File: config.mk
export PLATFORM = sky130hd
export DESIGN_NAME = array_list_engine_top
export DESIGN_NICKNAME = d
export VERILOG_FILES = /design/src/hw/rtl/ale_pkg.sv /design/src/hw/rtl/ale_ram.sv /design/src/hw/rtl/array_list_engine_top.sv
export SDC_FILE = /design/constraint.sdc
export NUM_CORES = 1
export LEC_CHECK = 0
export BUFFER_PORTS_ARGS = -buffer_cell sky130_fd_sc_hd__buf_2
export CORE_MARGIN = 8
export CORE_UTILIZATION = 55
export CTS_CLUSTER_SIZE = 10
export DETAILED_ROUTE_END_ITERATION = 10
export PLACE_DENSITY_LB_ADDON = 0.05
export SYNTH_ARGS = -nofsm -noshare
export SYNTH_HDL_FRONTEND = slang
export SYNTH_SLANG_ARGS = --single-unit
File: constraint.sdc
create_clock -name clk_i -period 10.4 [get_ports clk_i]
set_input_delay 1.04 -clock clk_i [delete_from_list [all_inputs] [get_ports clk_i]]
set_output_delay 1.04 -clock clk_i [all_outputs]
set_load 0.01 [all_outputs]
File: src/hw/rtl/ale_pkg.sv
// Shared types, codes and default sizes of the array list engine.
`timescale 1ns / 1ps

package ale_pkg;

  localparam int CAPACITY   = 8;
  localparam int DATA_WIDTH = 32;

  typedef enum logic [3:0] {
    OP_INS_FRONT = 4'd0,
    OP_INS_BACK  = 4'd1,
    OP_INS_POS   = 4'd2,
    OP_DEL_FRONT = 4'd3,
    OP_DEL_BACK  = 4'd4,
    OP_DEL_POS   = 4'd5,
    OP_SEARCH    = 4'd6,
    OP_READOUT   = 4'd7,
    OP_ROTATE    = 4'd8
  } op_e;

  typedef enum logic [2:0] {
    ST_OK       = 3'd0,
    ST_FULL     = 3'd1,
    ST_EMPTY    = 3'd2,
    ST_BADPOS   = 3'd3,
    ST_NOTFOUND = 3'd4
  } status_e;

  typedef enum logic [2:0] {
    S_IDLE,
    S_MOD,
    S_RUN,
    S_DRAIN,
    S_DONE
  } state_e;

endpackage

File: src/hw/rtl/ale_ram.sv
// Generic single-write, single-read RAM with a registered read port.
`timescale 1ns / 1ps

module ale_ram #(
  parameter int WIDTH = ale_pkg::DATA_WIDTH,
  parameter int DEPTH = ale_pkg::CAPACITY,
  localparam int AW   = (DEPTH > 1) ? $clog2(DEPTH) : 1
) (
  input  logic             clk_i,
  input  logic             we_i,
  input  logic [AW-1:0]    waddr_i,
  input  logic [WIDTH-1:0] wdata_i,
  input  logic             re_i,
  input  logic [AW-1:0]    raddr_i,
  output logic [WIDTH-1:0] rdata_o
);

  logic [WIDTH-1:0] mem_q [DEPTH];
  logic [WIDTH-1:0] rdata_q;

  always_ff @(posedge clk_i) begin
    if (we_i) begin
      mem_q[waddr_i] <= wdata_i;
    end
    if (re_i) begin
      rdata_q <= mem_q[raddr_i];
    end
  end

  assign rdata_o = rdata_q;

endmodule

File: src/hw/rtl/array_list_engine_top.sv
// Top level of the array list engine: sequencer, two list banks and result register.
// A failed check, an unknown opcode or a rotate of an empty list reports in the cycle after
// acceptance. Inserts, deletes and searches copy or scan the list element by element (a delete
// that empties the list skips the copy), a rotate first reduces its count modulo the length,
// and a readout gives its items one a cycle.
// Throughput is set by the single RAM read port, one element per cycle; busy_o is high
// meanwhile. Reset empties the list at once; results cannot be stalled by the receiver.
`timescale 1ns / 1ps

module array_list_engine_top #(
  parameter int CAPACITY   = ale_pkg::CAPACITY,
  parameter int DATA_WIDTH = ale_pkg::DATA_WIDTH
) (
  input  logic                  clk_i,
  input  logic                  rst_ni,
  input  logic                  start_i,
  output logic                  busy_o,
  input  logic [3:0]            opcode_i,
  input  logic signed [31:0]    value_i,
  input  logic [5:0]            position_i,
  input  logic [15:0]           rotate_count_i,
  output logic                  res_valid_o,
  output ale_pkg::status_e      status_o,
  output logic signed [31:0]    element_o,
  output logic [3:0]            element_position_o,
  output logic [7:0]            hit_mask_o,
  output logic [3:0]            length_o,
  output logic                  last_o
);

  import ale_pkg::*;

  // Index width for the list storage and width of the element count.
  localparam int IW = (CAPACITY > 1) ? $clog2(CAPACITY) : 1;
  localparam int CW = $clog2(CAPACITY + 1);
  localparam int DW = DATA_WIDTH;

  // Sequencer state and the command in hand.
  state_e          state_q, state_d;
  op_e             op_q, op_d;
  logic [DW-1:0]   val_q, val_d;
  logic [IW-1:0]   k_q, k_d;          // index of the insert or delete
  logic [IW-1:0]   j_q, j_d;          // destination or scan index
  logic [IW-1:0]   end_q, end_d;      // final index of the pass
  logic [IW-1:0]   rot_ptr_q, rot_ptr_d;
  logic [CW-1:0]   newcnt_q, newcnt_d;
  logic [CW-1:0]   count_q, count_d;
  logic            bank_q, bank_d;    // which RAM holds the live list

  // Restoring modulo unit, one bit of the rotate count each cycle.
  logic [CW-1:0]   rem_q, rem_d;
  logic [15:0]     rot_q, rot_d;
  logic [3:0]      mcnt_q, mcnt_d;
  logic [CW:0]     mod_t;

  // Search accumulators.
  logic            hit_q, hit_d;
  logic [7:0]      hmask_q, hmask_d;

  // Second stage: the cycle in which the registered RAM data is used.
  logic            p_vld_q, p_vld_d;
  logic            p_useval_q, p_useval_d;
  logic [IW-1:0]   p_idx_q, p_idx_d;
  logic            p_last_q, p_last_d;

  // Result register.
  logic            res_valid_q, res_valid_d;
  status_e         res_status_q, res_status_d;
  logic [31:0]     res_elem_q, res_elem_d;
  logic [3:0]      res_epos_q, res_epos_d;
  logic [7:0]      res_mask_q, res_mask_d;
  logic [3:0]      res_len_q, res_len_d;
  logic            res_last_q, res_last_d;

  // RAM side.
  logic            rd_en, wr_en;
  logic [IW-1:0]   rd_addr;
  logic [DW-1:0]   wr_data, rdata, rdata0, rdata1;

  logic [DW-1:0]   value_ext;
  logic            is_full, is_empty, pos_ok;

  // The input word is sign-extended or cut to the storage width.
  assign value_ext = DW'(value_i);
  assign is_full   = (count_q == CW'(CAPACITY));
  assign is_empty  = (count_q == '0);
  assign pos_ok    = (position_i != '0) && (32'(position_i) <= 32'(count_q));
  assign rdata     = bank_q ? rdata1 : rdata0;
  assign wr_data   = p_useval_q ? val_q : rdata;

  // Every change but the delete of the only element copies from the live bank into the other,
  // with the source index chosen to open a gap, close one or rotate; the banks swap at the end.
  ale_ram #(
    .WIDTH (DW),
    .DEPTH (CAPACITY)
  ) u_bank0 (
    .clk_i   (clk_i),
    .we_i    (wr_en && bank_q),
    .waddr_i (p_idx_q),
    .wdata_i (wr_data),
    .re_i    (rd_en && !bank_q),
    .raddr_i (rd_addr),
    .rdata_o (rdata0)
  );

  ale_ram #(
    .WIDTH (DW),
    .DEPTH (CAPACITY)
  ) u_bank1 (
    .clk_i   (clk_i),
    .we_i    (wr_en && !bank_q),
    .waddr_i (p_idx_q),
    .wdata_i (wr_data),
    .re_i    (rd_en && bank_q),
    .raddr_i (rd_addr),
    .rdata_o (rdata1)
  );

  always_ff @(posedge clk_i or negedge rst_ni) begin
    if (!rst_ni) begin
      state_q     <= S_IDLE;
      count_q     <= '0;
      bank_q      <= 1'b0;
      p_vld_q     <= 1'b0;
      res_valid_q <= 1'b0;
    end else begin
      state_q     <= state_d;
      count_q     <= count_d;
      bank_q      <= bank_d;
      p_vld_q     <= p_vld_d;
      res_valid_q <= res_valid_d;
    end
  end

  always_ff @(posedge clk_i) begin
    op_q         <= op_d;
    val_q        <= val_d;
    k_q          <= k_d;
    j_q          <= j_d;
    end_q        <= end_d;
    rot_ptr_q    <= rot_ptr_d;
    newcnt_q     <= newcnt_d;
    rem_q        <= rem_d;
    rot_q        <= rot_d;
    mcnt_q       <= mcnt_d;
    hit_q        <= hit_d;
    hmask_q      <= hmask_d;
    p_useval_q   <= p_useval_d;
    p_idx_q      <= p_idx_d;
    p_last_q     <= p_last_d;
    res_status_q <= res_status_d;
    res_elem_q   <= res_elem_d;
    res_epos_q   <= res_epos_d;
    res_mask_q   <= res_mask_d;
    res_len_q    <= res_len_d;
    res_last_q   <= res_last_d;
  end

  always_comb begin
    state_d      = state_q;
    op_d         = op_q;
    val_d        = val_q;
    k_d          = k_q;
    j_d          = j_q;
    end_d        = end_q;
    rot_ptr_d    = rot_ptr_q;
    newcnt_d     = newcnt_q;
    count_d      = count_q;
    bank_d       = bank_q;
    rem_d        = rem_q;
    rot_d        = rot_q;
    mcnt_d       = mcnt_q;
    mod_t        = {rem_q, rot_q[15]};
    hit_d        = hit_q;
    hmask_d      = hmask_q;
    p_vld_d      = 1'b0;
    p_useval_d   = 1'b0;
    p_idx_d      = p_idx_q;
    p_last_d     = p_last_q;
    res_valid_d  = 1'b0;
    res_status_d = res_status_q;
    res_elem_d   = res_elem_q;
    res_epos_d   = res_epos_q;
    res_mask_d   = res_mask_q;
    res_len_d    = res_len_q;
    res_last_d   = res_last_q;
    rd_en        = 1'b0;
    rd_addr      = j_q;
    wr_en        = 1'b0;

    // Second stage: consume the element read in the previous cycle.
    if (p_vld_q) begin
      case (op_q) inside
        OP_SEARCH: begin
          if (rdata == val_q) begin
            hit_d = 1'b1;
            for (int b = 0; b < 8; b++) begin
              if (32'(p_idx_q) == b) begin
                hmask_d[b] = 1'b1;
              end
            end
          end
        end
        OP_READOUT: begin
          res_valid_d  = 1'b1;
          res_status_d = ST_OK;
          res_elem_d   = 32'(rdata);
          res_epos_d   = 4'(32'(p_idx_q) + 1);
          res_mask_d   = '0;
          res_len_d    = 4'(count_q);
          res_last_d   = p_last_q;
        end
        default: begin
          wr_en = 1'b1;
        end
      endcase
    end

    unique case (state_q)
      S_IDLE: begin
        if (start_i) begin
          op_d         = op_e'(opcode_i);
          val_d        = value_ext;
          j_d          = '0;
          hit_d        = 1'b0;
          hmask_d      = '0;
          newcnt_d     = count_q;
          end_d        = IW'(count_q - CW'(1));
          res_status_d = ST_OK;
          res_elem_d   = '0;
          res_epos_d   = '0;
          res_mask_d   = '0;
          res_len_d    = 4'(count_q);
          res_last_d   = 1'b1;
          unique case (op_e'(opcode_i))
            OP_INS_FRONT, OP_INS_BACK, OP_INS_POS: begin
              k_d      = (op_e'(opcode_i) == OP_INS_FRONT) ? '0 :
                         (op_e'(opcode_i) == OP_INS_BACK)  ? IW'(count_q) :
                                                             IW'(position_i - 6'd1);
              newcnt_d = count_q + CW'(1);
              end_d    = IW'(count_q);
              if (is_full) begin
                res_valid_d  = 1'b1;
                res_status_d = ST_FULL;
              end else if ((op_e'(opcode_i) == OP_INS_POS) && !pos_ok) begin
                res_valid_d  = 1'b1;
                res_status_d = ST_BADPOS;
              end else begin
                state_d = S_RUN;
              end
            end
            OP_DEL_FRONT, OP_DEL_BACK, OP_DEL_POS: begin
              k_d      = (op_e'(opcode_i) == OP_DEL_FRONT) ? '0 :
                         (op_e'(opcode_i) == OP_DEL_BACK)  ? IW'(count_q - CW'(1)) :
                                                             IW'(position_i - 6'd1);
              newcnt_d = count_q - CW'(1);
              end_d    = IW'(count_q - CW'(2));
              if (is_empty) begin
                res_valid_d  = 1'b1;
                res_status_d = ST_EMPTY;
              end else if ((op_e'(opcode_i) == OP_DEL_POS) && !pos_ok) begin
                res_valid_d  = 1'b1;
                res_status_d = ST_BADPOS;
              end else if (count_q == CW'(1)) begin
                // Nothing is left to copy once the only element goes.
                state_d = S_DONE;
              end else begin
                state_d = S_RUN;
              end
            end
            OP_SEARCH, OP_READOUT: begin
              if (is_empty) begin
                res_valid_d  = 1'b1;
                res_status_d = ST_EMPTY;
              end else begin
                state_d = S_RUN;
              end
            end
            OP_ROTATE: begin
              if (is_empty) begin
                res_valid_d = 1'b1;
              end else begin
                rot_d   = rotate_count_i;
                rem_d   = '0;
                mcnt_d  = '0;
                state_d = S_MOD;
              end
            end
            default: begin
              // An unknown opcode leaves the list as it is.
              res_valid_d = 1'b1;
            end
          endcase
        end
      end

      S_MOD: begin
        if (mod_t >= {1'b0, count_q}) begin
          mod_t = mod_t - {1'b0, count_q};
        end
        rem_d  = CW'(mod_t);
        rot_d  = {rot_q[14:0], 1'b0};
        mcnt_d = mcnt_q + 4'd1;
        if (mcnt_q == 4'd15) begin
          rot_ptr_d = IW'(CW'(mod_t));
          state_d   = S_RUN;
        end
      end

      S_RUN: begin
        p_vld_d  = 1'b1;
        p_idx_d  = j_q;
        p_last_d = (j_q == end_q);
        case (op_q) inside
          OP_INS_FRONT, OP_INS_BACK, OP_INS_POS: begin
            if (j_q == k_q) begin
              p_useval_d = 1'b1;
            end else begin
              rd_en   = 1'b1;
              rd_addr = (j_q < k_q) ? j_q : j_q - IW'(1);
            end
          end
          OP_DEL_FRONT, OP_DEL_BACK, OP_DEL_POS: begin
            rd_en   = 1'b1;
            rd_addr = (j_q < k_q) ? j_q : j_q + IW'(1);
          end
          OP_ROTATE: begin
            rd_en     = 1'b1;
            rd_addr   = rot_ptr_q;
            rot_ptr_d = (CW'(rot_ptr_q) == count_q - CW'(1)) ? '0 : rot_ptr_q + IW'(1);
          end
          default: begin
            rd_en   = 1'b1;
            rd_addr = j_q;
          end
        endcase
        j_d = j_q + IW'(1);
        if (j_q == end_q) begin
          state_d = S_DRAIN;
        end
      end

      S_DRAIN: begin
        state_d = S_DONE;
      end

      S_DONE: begin
        state_d      = S_IDLE;
        res_status_d = ST_OK;
        res_elem_d   = '0;
        res_epos_d   = '0;
        res_mask_d   = '0;
        res_len_d    = 4'(count_q);
        res_last_d   = 1'b1;
        case (op_q) inside
          OP_SEARCH: begin
            res_valid_d  = 1'b1;
            res_status_d = hit_q ? ST_OK : ST_NOTFOUND;
            res_mask_d   = hmask_q;
          end
          OP_READOUT: begin
            // The final readout item has already gone out from the second stage.
          end
          default: begin
            bank_d      = ~bank_q;
            count_d     = newcnt_q;
            res_valid_d = 1'b1;
            res_len_d   = 4'(newcnt_q);
          end
        endcase
      end

      default: begin
        state_d = S_IDLE;
      end
    endcase
  end

  assign busy_o             = (state_q != S_IDLE);
  assign res_valid_o        = res_valid_q;
  assign status_o           = res_status_q;
  assign element_o          = res_elem_q;
  assign element_position_o = res_epos_q;
  assign hit_mask_o         = res_mask_q;
  assign length_o           = res_len_q;
  assign last_o             = res_last_q;

`ifndef SYNTHESIS
  a_count_cap : assert property (@(posedge clk_i) disable iff (!rst_ni)
    32'(count_q) <= CAPACITY)
    else $error("element count above capacity");

  a_bank_swap : assert property (@(posedge clk_i) disable iff (!rst_ni)
    (state_q == S_DONE && op_q != OP_SEARCH && op_q != OP_READOUT)
      |=> (bank_q != $past(bank_q)))
    else $error("list banks did not swap after a change");

  a_mid_readout : assert property (@(posedge clk_i) disable iff (!rst_ni)
    (res_valid_o && !last_o) |-> busy_o)
    else $error("non-final item shown while the engine is idle");

  a_accept : assert property (@(posedge clk_i) disable iff (!rst_ni)
    (start_i && !busy_o) |=> (busy_o || res_valid_o))
    else $error("accepted command neither started nor reported");
`endif

endmodule

# After elaboration in Yosys (flattened, before gate mapping)
# Memories as Yosys holds them, arrays and structs flattened. A register that Yosys moved wholly into a read port is not among the register bits.
# Cells that the tools add are included.
[totals]
output_inout_bits = 54
regBits = 152
memories = 2
ram_bits = 512
word_cells = 257
input_bits = 61
[memory_table]
columns = ["name", "words", "width", "read_ports", "rd_clocked_by_memory_dff", "wr", "line", "text"]
rows = [
  ["u_bank0.mem_q", 8, 32, 1, 1, 1, "ale_ram.sv:18", "logic [WIDTH-1:0] mem_q [DEPTH];"],
  ["u_bank1.mem_q", 8, 32, 1, 1, 1, "ale_ram.sv:18", ""],
]
[classes]
n_lt_le_gt_ge = 3
eq_ne = 49
bitwise_logic = 3
n_reduce_logical = 34
muxes = 130
addsub = 10
[op_table]
columns = ["op", "n"]
rows = [
  ["$mux W32", 6],
  ["$mux W3", 33],
  ["$mux W8", 10],
  ["$pmux W32 S2", 1],
  ["$mux W4", 14],
  ["$mux W16", 3],
  ["$mux W1", 40],
  ["$pmux W4 S2", 5],
  ["$eq A32 B32 Y1", 1],
  ["$eq A4 B3 Y1 const B", 8],
  ["$pmux W16 S2", 1],
  ["$pmux W3 S2", 5],
  ["$pmux W3 S4", 2],
  ["$ne A3 B3 Y1 const B", 6],
  ["$eq A4 B2 Y1 const B", 4],
  ["$eq A4 B4 Y1 const B", 4],
  ["$pmux W8 S2", 1],
  ["$eq A3 B3 Y1 const B", 5],
  ["$reduce_or A3 Y1", 5],
  ["$ne A2 B2 Y1 const B", 7],
  ["$eq A3 B2 Y1 const B", 4],
  ["$eq A4 B1 Y1 const B", 3],
  ["$logic_not A4 Y1", 3],
  ["$mux W2", 5],
  ["other kinds (31)", 53],
]

# Depth between registers and ports, before layout
# Gate-level depths: netlist of the first run.
[depth]
word_depth = 9
depth_mapped = 13
ltp_nobuf = 10

# By module
# From an unflattened synthesis of the first run, not the netlist that was laid out.
[unflattened]
hier_cells = 1619
area_unflattened_um2 = 29442.0
[modules_own_cells]
columns = ["module", "n_inst", "cells_each", "area_per_inst_um2", "seq_area_each_um2"]
rows = [
  ["ale_ram", 2, 415, 10786.6, 8648.3],
  ["array_list_engine_top", 1, 789, 7868.8, 3893.7],
]

# Least setup slack after synthesis of the first run
# OpenSTA, ideal clock, no wires.
[synth_path]
path_kind = "reg-to-reg"
startpoint = "reg bank_q"
endpoint = "mem u_bank0.mem_q[0][0] (netlist bit) (enable)"
setup_time_ns = 0.502
t_arrival_ns = 4.269
period_less_slack_ns = 4.771
setup_slack_ns = 5.629
path_buffers = 2
stages_incl_launch_ff = 5
required_time_ns = 9.898
cell_sequence = "dfrtp_1 -> clkbuf_1 -> clkbuf_1 -> nand3_1 -> nor4_1"
[synth_via]
elab_chain_cells = 3
[synth_lines]
columns = ["item", "line", "text"]
rows = [
  ["start: declaration", "array_list_engine_top.sv:48", "logic bank_q, bank_d;"],
  ["start signal: assignment", "array_list_engine_top.sv:129", "bank_q <= bank_d;"],
  ["$logic_and A1 B1 Y1", "array_list_engine_top.sv:98", ".we_i (wr_en && bank_q),"],
  ["$mux W1", "ale_ram.sv:22", "if (we_i) begin"],
  ["$mux W1 (implied by the code)", "ale_ram.sv:23", "mem_q[waddr_i] <= wdata_i;"],
  ["end: declaration", "ale_ram.sv:18", ""],
]
# Every way passes these cells.

# Worst setup path in the final report of the first run
[layout_path]
startpoint = "reg j_q[2]"
endpoint = "reg u_bank1.rdata_q[22] (netlist: u_bank1.rdata_o[22]) (read register of u_bank1.mem_q) (data pin)"
[layout_via]
elab_chain_cells = 5
word_cells_on_any_way = 15
cone_classes = "2 x add/sub; 1 x order compare; 1 x eq/ne; 10 x mux; 1 x reduce/logical"
[layout_lines]
columns = ["item", "line", "text"]
rows = [
  ["start: declaration", "array_list_engine_top.sv:43", "logic [IW-1:0] j_q, j_d;"],
  ["start signal: assignment", "array_list_engine_top.sv:139", "j_q <= j_d;"],
  ["$add A3 B1 Y3 (tied with other cells)", "array_list_engine_top.sv:325", "rd_addr = (j_q < k_q) ? j_q : j_q + IW'(1);"],
  ["$mux W3 (tied with other cells)", "array_list_engine_top.sv:325", ""],
  ["$mux W3 (tied with other cells)", "array_list_engine_top.sv:314", "case (op_q) inside"],
  ["$mux W3 or $mux W1 (tied branches)", "array_list_engine_top.sv:314, array_list_engine_top.sv:219", ""],
  ["$mux W3 or $logic_and A1 B1 Y1 (tied branches)", "array_list_engine_top.sv:219, array_list_engine_top.sv:114", ""],
  ["end: declaration", "ale_ram.sv:19", "logic [WIDTH-1:0] rdata_q;"],
]
# Parallel ways exist; a longest one is shown, timed or not.
# A chain may end at the register's enable or synchronous reset.

==> results.yml, run 1 <==
power:
  powerDensity_mw_per_mm2: 340.9
  ir_drop_mv: 0.3333
  p_leak_nw: 11.34
synthesis:
  ys_top_cells_by_count: "656 x edfxtp_1, 353 x nand2_1, 116 x nor2_1"
  yosys_warnings: 0
  synth_edf_count: 656
  synth.most_common_cell: "edfxtp_1"
  synthCells: 1944
  ys_seq_area_share_pct: 72.67
  synth_top_area_share_pct: 67.56
  synth_flop_cell: "edfxtp_1"
  yosysUniqueCellTypes: 60
  synth_top_cell_by_area: "edfxtp_1"
  ys_ff_latch: 728
  syn_nets: 2035
  synth.avg_cell_area_sq_um: 15.00
  netlist_area_sq_mm: 0.02916
  synthTopCellsByArea: "edfxtp_1 68%, mux4_2 4.9%, nand2_1 4.5%"
  async_flop_share_pct: 1.374
setup_path:
  r2r-end: "u_bank1.rdata_o[22]$_DFFE_PP_"
  cp_max_fo: 137
  start_kind: "flop"
  ff2ff_path_depth: 9
  r2r_start: "j_q[2]$_SDFFCE_PN0P_"
  crit_required_ns: 10.72
  r2r_slack_ns: 6.11
  startpoint: "j_q[2]$_SDFFCE_PN0P_"
  end_kind: "flop"
  cp.arrival_ns: 4.60
  critPathCapture: "u_bank1.rdata_o[22]$_DFFE_PP_"
  crit_type: "flop to flop"
global_routing:
  gr-usage-met2_pct: 36.76
  grt_pass1_wl_mm: 107.1
  grt-ovfl-total: 0
  gr-usage-met1_pct: 34.27
  grt_pass1_vias: 16678
  track_usage_pct: 23.72
  grt_antenna_before_repair: 0
  grt.busiest_layer: "met2"
  use_met3_pct: 4.191
  grt_max_degree: 138
timing:
  slew-limit-headroom_pct: 25.33
  rsz0062_at_grt: "no"
  min_period_ns: 4.286
  finalMaxSlewViolations: 0
  finalSetupTns_ns: 0
  min_period_over_period_pct: 41.21
  setup_viol_count_final: 0
  tightest_slew_ns: 1.089
  finalHoldViolCount: 0
  max_freq_mhz: 233.3
  fin_skew_ns: 0.01445
cells_and_area:
  diodes: 0
  nets: 2159
  num-fill-cells: 3910
  post_layout_nonfiller_instances: 2823
  drive_above_1_share_pct: 18.88
  area_growth_pct: 13.01
placement:
  place_congestion: 0.8574
  hpwl_mm: 38.09
  port_buffers: 114
  dp_cells: 2670
floorplan:
  coreArea_sq_mm: 0.05245
  fp.dieArea_sq_mm: 0.06064
  chipHeight_um: 246.3
  start_util_pct: 55.60
  num_rows: 84
  io_pins: 115
  dieWidth_um: 246.3
clocking:
  post-cts-setup-buffer-count: 0
  root_buffer: "clkbuf_16"
  cts_tree: "done"
  clk_latency_ns: 0.61
  cts_resized: 0
  cts_hold_buf: 0
  numCtsBuffers: 84
  htree_levels: 3
  cts.path.max_buffers: 3
  clkSlewWorstSetupHoldPaths_ns: 0.06
  cts.sinks: 728
outcome:
  outcome: "finished, final reports clean"
routing:
  post_drt_wl_per_cell_um: 25.36
  drt_iter0_markers: 1682
  vias: 16988
  drc: 0
  via_per_inst: 6.018
  drtAntennaViolNets: 0
  wirelength_mm: 71.59
  firstDrtPassIters: 5
run:
  cap_viol_max_count: 0
worst_hold_path:
  hold_path.class: "primary input to asynchronous set/reset pin"
## metrics by stage
step                util (%)  power [W]  hold WS, ns  setup slack (ns)  cell area [sq um]
CTS                    62.83    0.01132       0.2838             6.163              32950
global route           62.83    0.01186       0.2985             5.869              32950
floorplan                  -   0.007477       0.4229             5.629              29160
finish                 62.83    0.01123       0.3144             6.114              32950
global placement       58.19   0.008566       0.4326             6.287              30520
detailed placement     58.19   0.008673       0.4355             6.176              30520
## worst max-delay path: stages, from the launching register on
cell and delay (ns):
edfxtp_1 0.52, ha_1 0.38, nand3b_1 0.12, a221oi_2 0.44, o211ai_1 0.26, nand3_4 0.68
buf_12 0.65, mux4_2 0.59, nand2_1 0.08, o21ai_1 0.07
## layout by cell type, fill, tap and decap left out, drive strengths merged, types with 4 or more instances in the layout
| cell | synthesis | layout |
|---|---|---|
| edfxtp | 656 | 656 |
| nand2 | 353 | 353 |
| buf | 59 | 149 |
| clkbuf | 52 | 147 |
| nor2 | 116 | 116 |
| a21oi | 84 | 84 |
| o21ai | 83 | 83 |
| mux4 | 64 | 64 |
| a32o | 63 | 63 |
| mux2 | 62 | 62 |
| dfxtp | 62 | 62 |
| nor3 | 46 | 46 |
| xor2 | 39 | 39 |
| ha | 29 | 29 |
| inv | 23 | 25 |
| nand3 | 19 | 19 |
| xnor2 | 10 | 10 |
| dfrtp | 10 | 10 |
| a22o | 9 | 9 |
| nor4 | 9 | 9 |
| nand4 | 8 | 8 |
| mux2i | 8 | 8 |
| a211oi | 8 | 8 |
| a31oi | 8 | 8 |
| o22ai | 7 | 7 |
| nor2b | 6 | 6 |
| and2 | 4 | 4 |
| nand3b | 4 | 4 |
| clkinv | 1 | 4 |
| o221ai | 4 | 4 |
| a22oi | 4 | 4 |
| and3 | 4 | 4 |
## routing by layer
metal,vias to the layer above,part of all wire [%]
met5,-,0
met4,0,2.4
met3,96,7.9
met2,677,47
met1,8601,43
li1,7614,-
## sequential cells by signal, indices dropped and copies added (netlist names), 8 cells and up
register	cells
u_bank0.mem_q	256
u_bank1.mem_q	256
element_o	32
u_bank0.rdata_o	32
u_bank1.rdata_o	32
val_q	32
rot_q	16
hit_mask_o	8
hmask_q	8
## worst min-delay path by stage
stage / start / end / slack (ns) / cells after the start
6_report: rst_ni / count_q[0]$_DFFE_PN0P_ / 0.31 / 1
5_1_grt: rst_ni / count_q[0]$_DFFE_PN0P_ / 0.30 / 1
4_1_cts: rst_ni / count_q[0]$_DFFE_PN0P_ / 0.28 / 1
3_5_place_dp: status_o[1]$_DFF_P_ / status_o[1]$_DFF_P_ / 0.44 / 2
3_3_place_gp: status_o[1]$_DFF_P_ / status_o[1]$_DFF_P_ / 0.43 / 2
2_1_floorplan: hit_q$_DFF_P_ / status_o[2]$_DFF_P_ / 0.42 / 1
## layout make-up
cell class / instances / area (sq um) / area share, %
clock buffer: 147 / 2370 / 7.192
clock inverter: 6 / 62.56 / 0.1899
inverter: 24 / 91.34 / 0.2772
multi-input combinational: 1081 / 7528 / 22.85
sequential: 728 / 21190 / 64.31
tap: 688 / 860.8 / 2.612
timing repair buffer: 149 / 845.8 / 2.567
## cells by family after synthesis
logic type      after synthesis  share of synthesized area, %
simple gates                581                         8.273
compound gates              287                         6.582
mux                         134                         7.612
xor+xnor                     49                         1.472
fa+ha+maj                    30                         1.313
buf+inv                     135                         2.077
flops                       728                         72.67
## report_power, final
group          switching (W)  internal, W
clock network        0.00109      0.00156
registers           0.000215      0.00426
logic                0.00266      0.00146
total                0.00396      0.00727
Power figures use the tool's default switching activity.
==> run 2, diff against run 1 <==
==> constraint.sdc (replaced) <==
create_clock -name clk_i -period 3.9 [get_ports clk_i]
set_input_delay 0.39 -clock clk_i [delete_from_list [all_inputs] [get_ports clk_i]]
set_output_delay 0.39 -clock clk_i [all_outputs]
set_load 0.01 [all_outputs]
==> run 2 against run 1 <==
  * Utilization up 1.4 points
  * Via count up 1.4%
  * Highest routed layer unchanged
  * Die area unchanged
  * Sequential cell count unchanged
==> results.yml, run 2 (synthesis results as in run 1) <==
routing:
  met3WireLength_mm: 4.989
  drtAntennaViolNets: 0
  drt_iter0_markers: 1607
  drt-met1-wl_mm: 32.31
  via_per_inst: 5.997
  vias: 17230
  firstDrtPassIters: 5
  post_drt_wl_per_cell_um: 25.55
  drc: 0
  highest_layer: "met4"
  wirelength_mm: 73.41
  wl_met2_mm: 34.58
setup_path:
  end_kind: "flop"
  slowest_stage: "edfxtp_1"
  cp.arrival_ns: 3.82
  r2r_slack_ns: 0.54
  r2r_start: "j_q[2]$_SDFFCE_PN0P_"
  start_kind: "flop"
  r2r-end: "u_bank0.rdata_o[15]$_DFFE_PP_"
  cp_max_fo: 20
  cp_cell_sequence: "ha_1, nand3b_1, a221oi_2, nand2_1, mux2i_1, o21ai_4, buf_4, buf_4, a21oi_1, a32o_1, o21ai_1"
  crit_type: "flop to flop"
  crit_path_frequent_cell: "buf_4"
  crit_path_max_incr_delay_ns: 0.52
  ff2ff_path_depth: 11
  crit_required_ns: 4.36
cells_and_area:
  nets: 2209
  reg_top3: "u_bank0.mem_q: 256 flops, u_bank1.mem_q: 256 flops"
  diodes: 0
  area_growth_pct: 15.56
  most-common-layout-cells: "656 x edfxtp_1, 353 x nand2_1, 114 x buf_2"
  drive_above_1_share_pct: 19.13
  post_layout_nonfiller_instances: 2873
  final_common_cell: "edfxtp_1"
timing:
  finalHoldViolCount: 0
  max_freq_mhz: 297.3
  slew-limit-headroom_pct: 20.42
  min_period_over_period_pct: 86.25
  setup_viol_count_final: 0
  fin_skew_ns: 0.01921
  fin_ws_ns: 0.5362
  min_period_ns: 3.364
  finalMaxSlewViolations: 0
  tightest_slew_ns: 1.160
  rsz0062_at_grt: "no"
global_routing:
  grt_pass1_vias: 17068
  track_usage_pct: 24.30
  grt_antenna_before_repair: 1
  grt-ovfl-total: 0
  grt_pass1_wl_mm: 109.5
  grt_max_degree: 67
clocking:
  cts_tree: "done"
  clkSlewWorstSetupHoldPaths_ns: 0.05
  cts.sinks: 728
  numCtsBuffers: 83
  htree_levels: 3
  cts_resized: 0
  clk_latency_ns: 0.61
  root_buffer: "clkbuf_16"
  cts.path.max_buffers: 3
power:
  power_w: 0.03059
  p_sw_w: 0.01077
  p_sw_share_pct: 35.21
  p_int_w: 0.01982
  powerDensity_mw_per_mm2: 907.9
  pwr-share-comb_pct: 38.0
  p_clk_share_pct: 22.9
  seq_power_share_pct: 39.1
  p_leak_nw: 11.64
  ir_drop_mv: 0.6110
placement:
  port_buffers: 114
  place_congestion: 0.8451
  hpwl_mm: 39.44
  dp_slack_ns: 0.5397
  dp_cells: 2688
floorplan:
  coreArea_sq_mm: 0.05245
  start_util_pct: 55.60
  num_rows: 84
  io_pins: 115
  dieWidth_um: 246.3
  fp.dieArea_sq_mm: 0.06064
  chipHeight_um: 246.3
run:
  cap_viol_max_count: 0
worst_hold_path:
  hold_path.class: "primary input to flop"
  hold_path.startpoint: "rotate_count_i[3]"
  worstHoldPathCells: 3
  min_to: "rot_q[3]$_DFFE_PP_"
outcome:
  outcome: "finished, final reports clean"
## run 2: cell types whose count changed in the layout (fill, tap and decap cells not counted), sizes merged
cell,change
buf,+18
bufinv,-1
clkbuf,+2
clkinv,-1
dlygate4sd3,+33
inv,-1
## run 2: stage by stage
step           TNS (ns)  hold WS [ns]  area (sq um)  util [%]
2_1_floorplan    -2.091       0.09441         29170         -
3_3_place_gp          0        0.2738         30960     59.03
3_5_place_dp          0        0.2897         30960     59.03
4_1_cts               0       0.02216         33700     64.25
5_1_grt               0       0.03178         33700     64.25
6_report              0       0.05110         33700     64.25
## run 2: final cells by class
| cell class | instances | area, sq um |
|---|---|---|
| fillers | 3787 | 18750 |
| clock inverters | 3 | 30.03 |
| clock buffers | 149 | 2377 |
| well taps | 688 | 860.8 |
| multi-input cells | 1081 | 7546 |
| repair buffers | 200 | 1599 |
| flip-flops and latches | 728 | 21190 |
| inverters | 24 | 91.34 |
## run 2: worst max path at each step
stage	start	endpoint	slack, ns
floorplan	bank_q$_DFFE_PN0P_	u_bank0.mem_q[4][0]$_DFFE_PP_	-0.03
detailed placement	j_q[2]$_SDFFCE_PN0P_	u_bank0.rdata_o[26]$_DFFE_PP_	0.54
global placement	j_q[2]$_SDFFCE_PN0P_	u_bank0.rdata_o[2]$_DFFE_PP_	0.68
finish	j_q[2]$_SDFFCE_PN0P_	u_bank0.rdata_o[15]$_DFFE_PP_	0.54
global route	j_q[2]$_SDFFCE_PN0P_	u_bank1.rdata_o[2]$_DFFE_PP_	0.29
CTS	j_q[2]$_SDFFCE_PN0P_	u_bank1.rdata_o[4]$_DFFE_PP_	0.54
## run 2: power by group through the flow
stage          registers, W  clock network [W]  logic (W)
6_report             0.0120            0.00702     0.0116
5_1_grt              0.0121            0.00743     0.0127
4_1_cts              0.0119            0.00713     0.0117
3_5_place_dp         0.0121                  0     0.0116
3_3_place_gp         0.0121                  0     0.0114
2_1_floorplan        0.0119                  0    0.00807
## run 2: timing repair
item	CTS	global route
hold buffers	33	0
setup buffers	0	0
setup endpoints to repair	0	0
hold endpoints to repair	42	0
## run 2: layer usage
layer  global-route usage [%]  up-vias
met5                        0        -
met4                    6.062        0
met3                    4.353      105
met2                    37.70      585
met1                    35.67     8837
li1                         -     7703
## run 2: critical path: cells and delay by family (launching register included)
family,cells,cell delay (ns)
compound gates,5,1.23
buf+inv,2,0.63
flops,1,0.52
fa+ha+maj,1,0.37
simple gates,2,0.26
mux,1,0.18
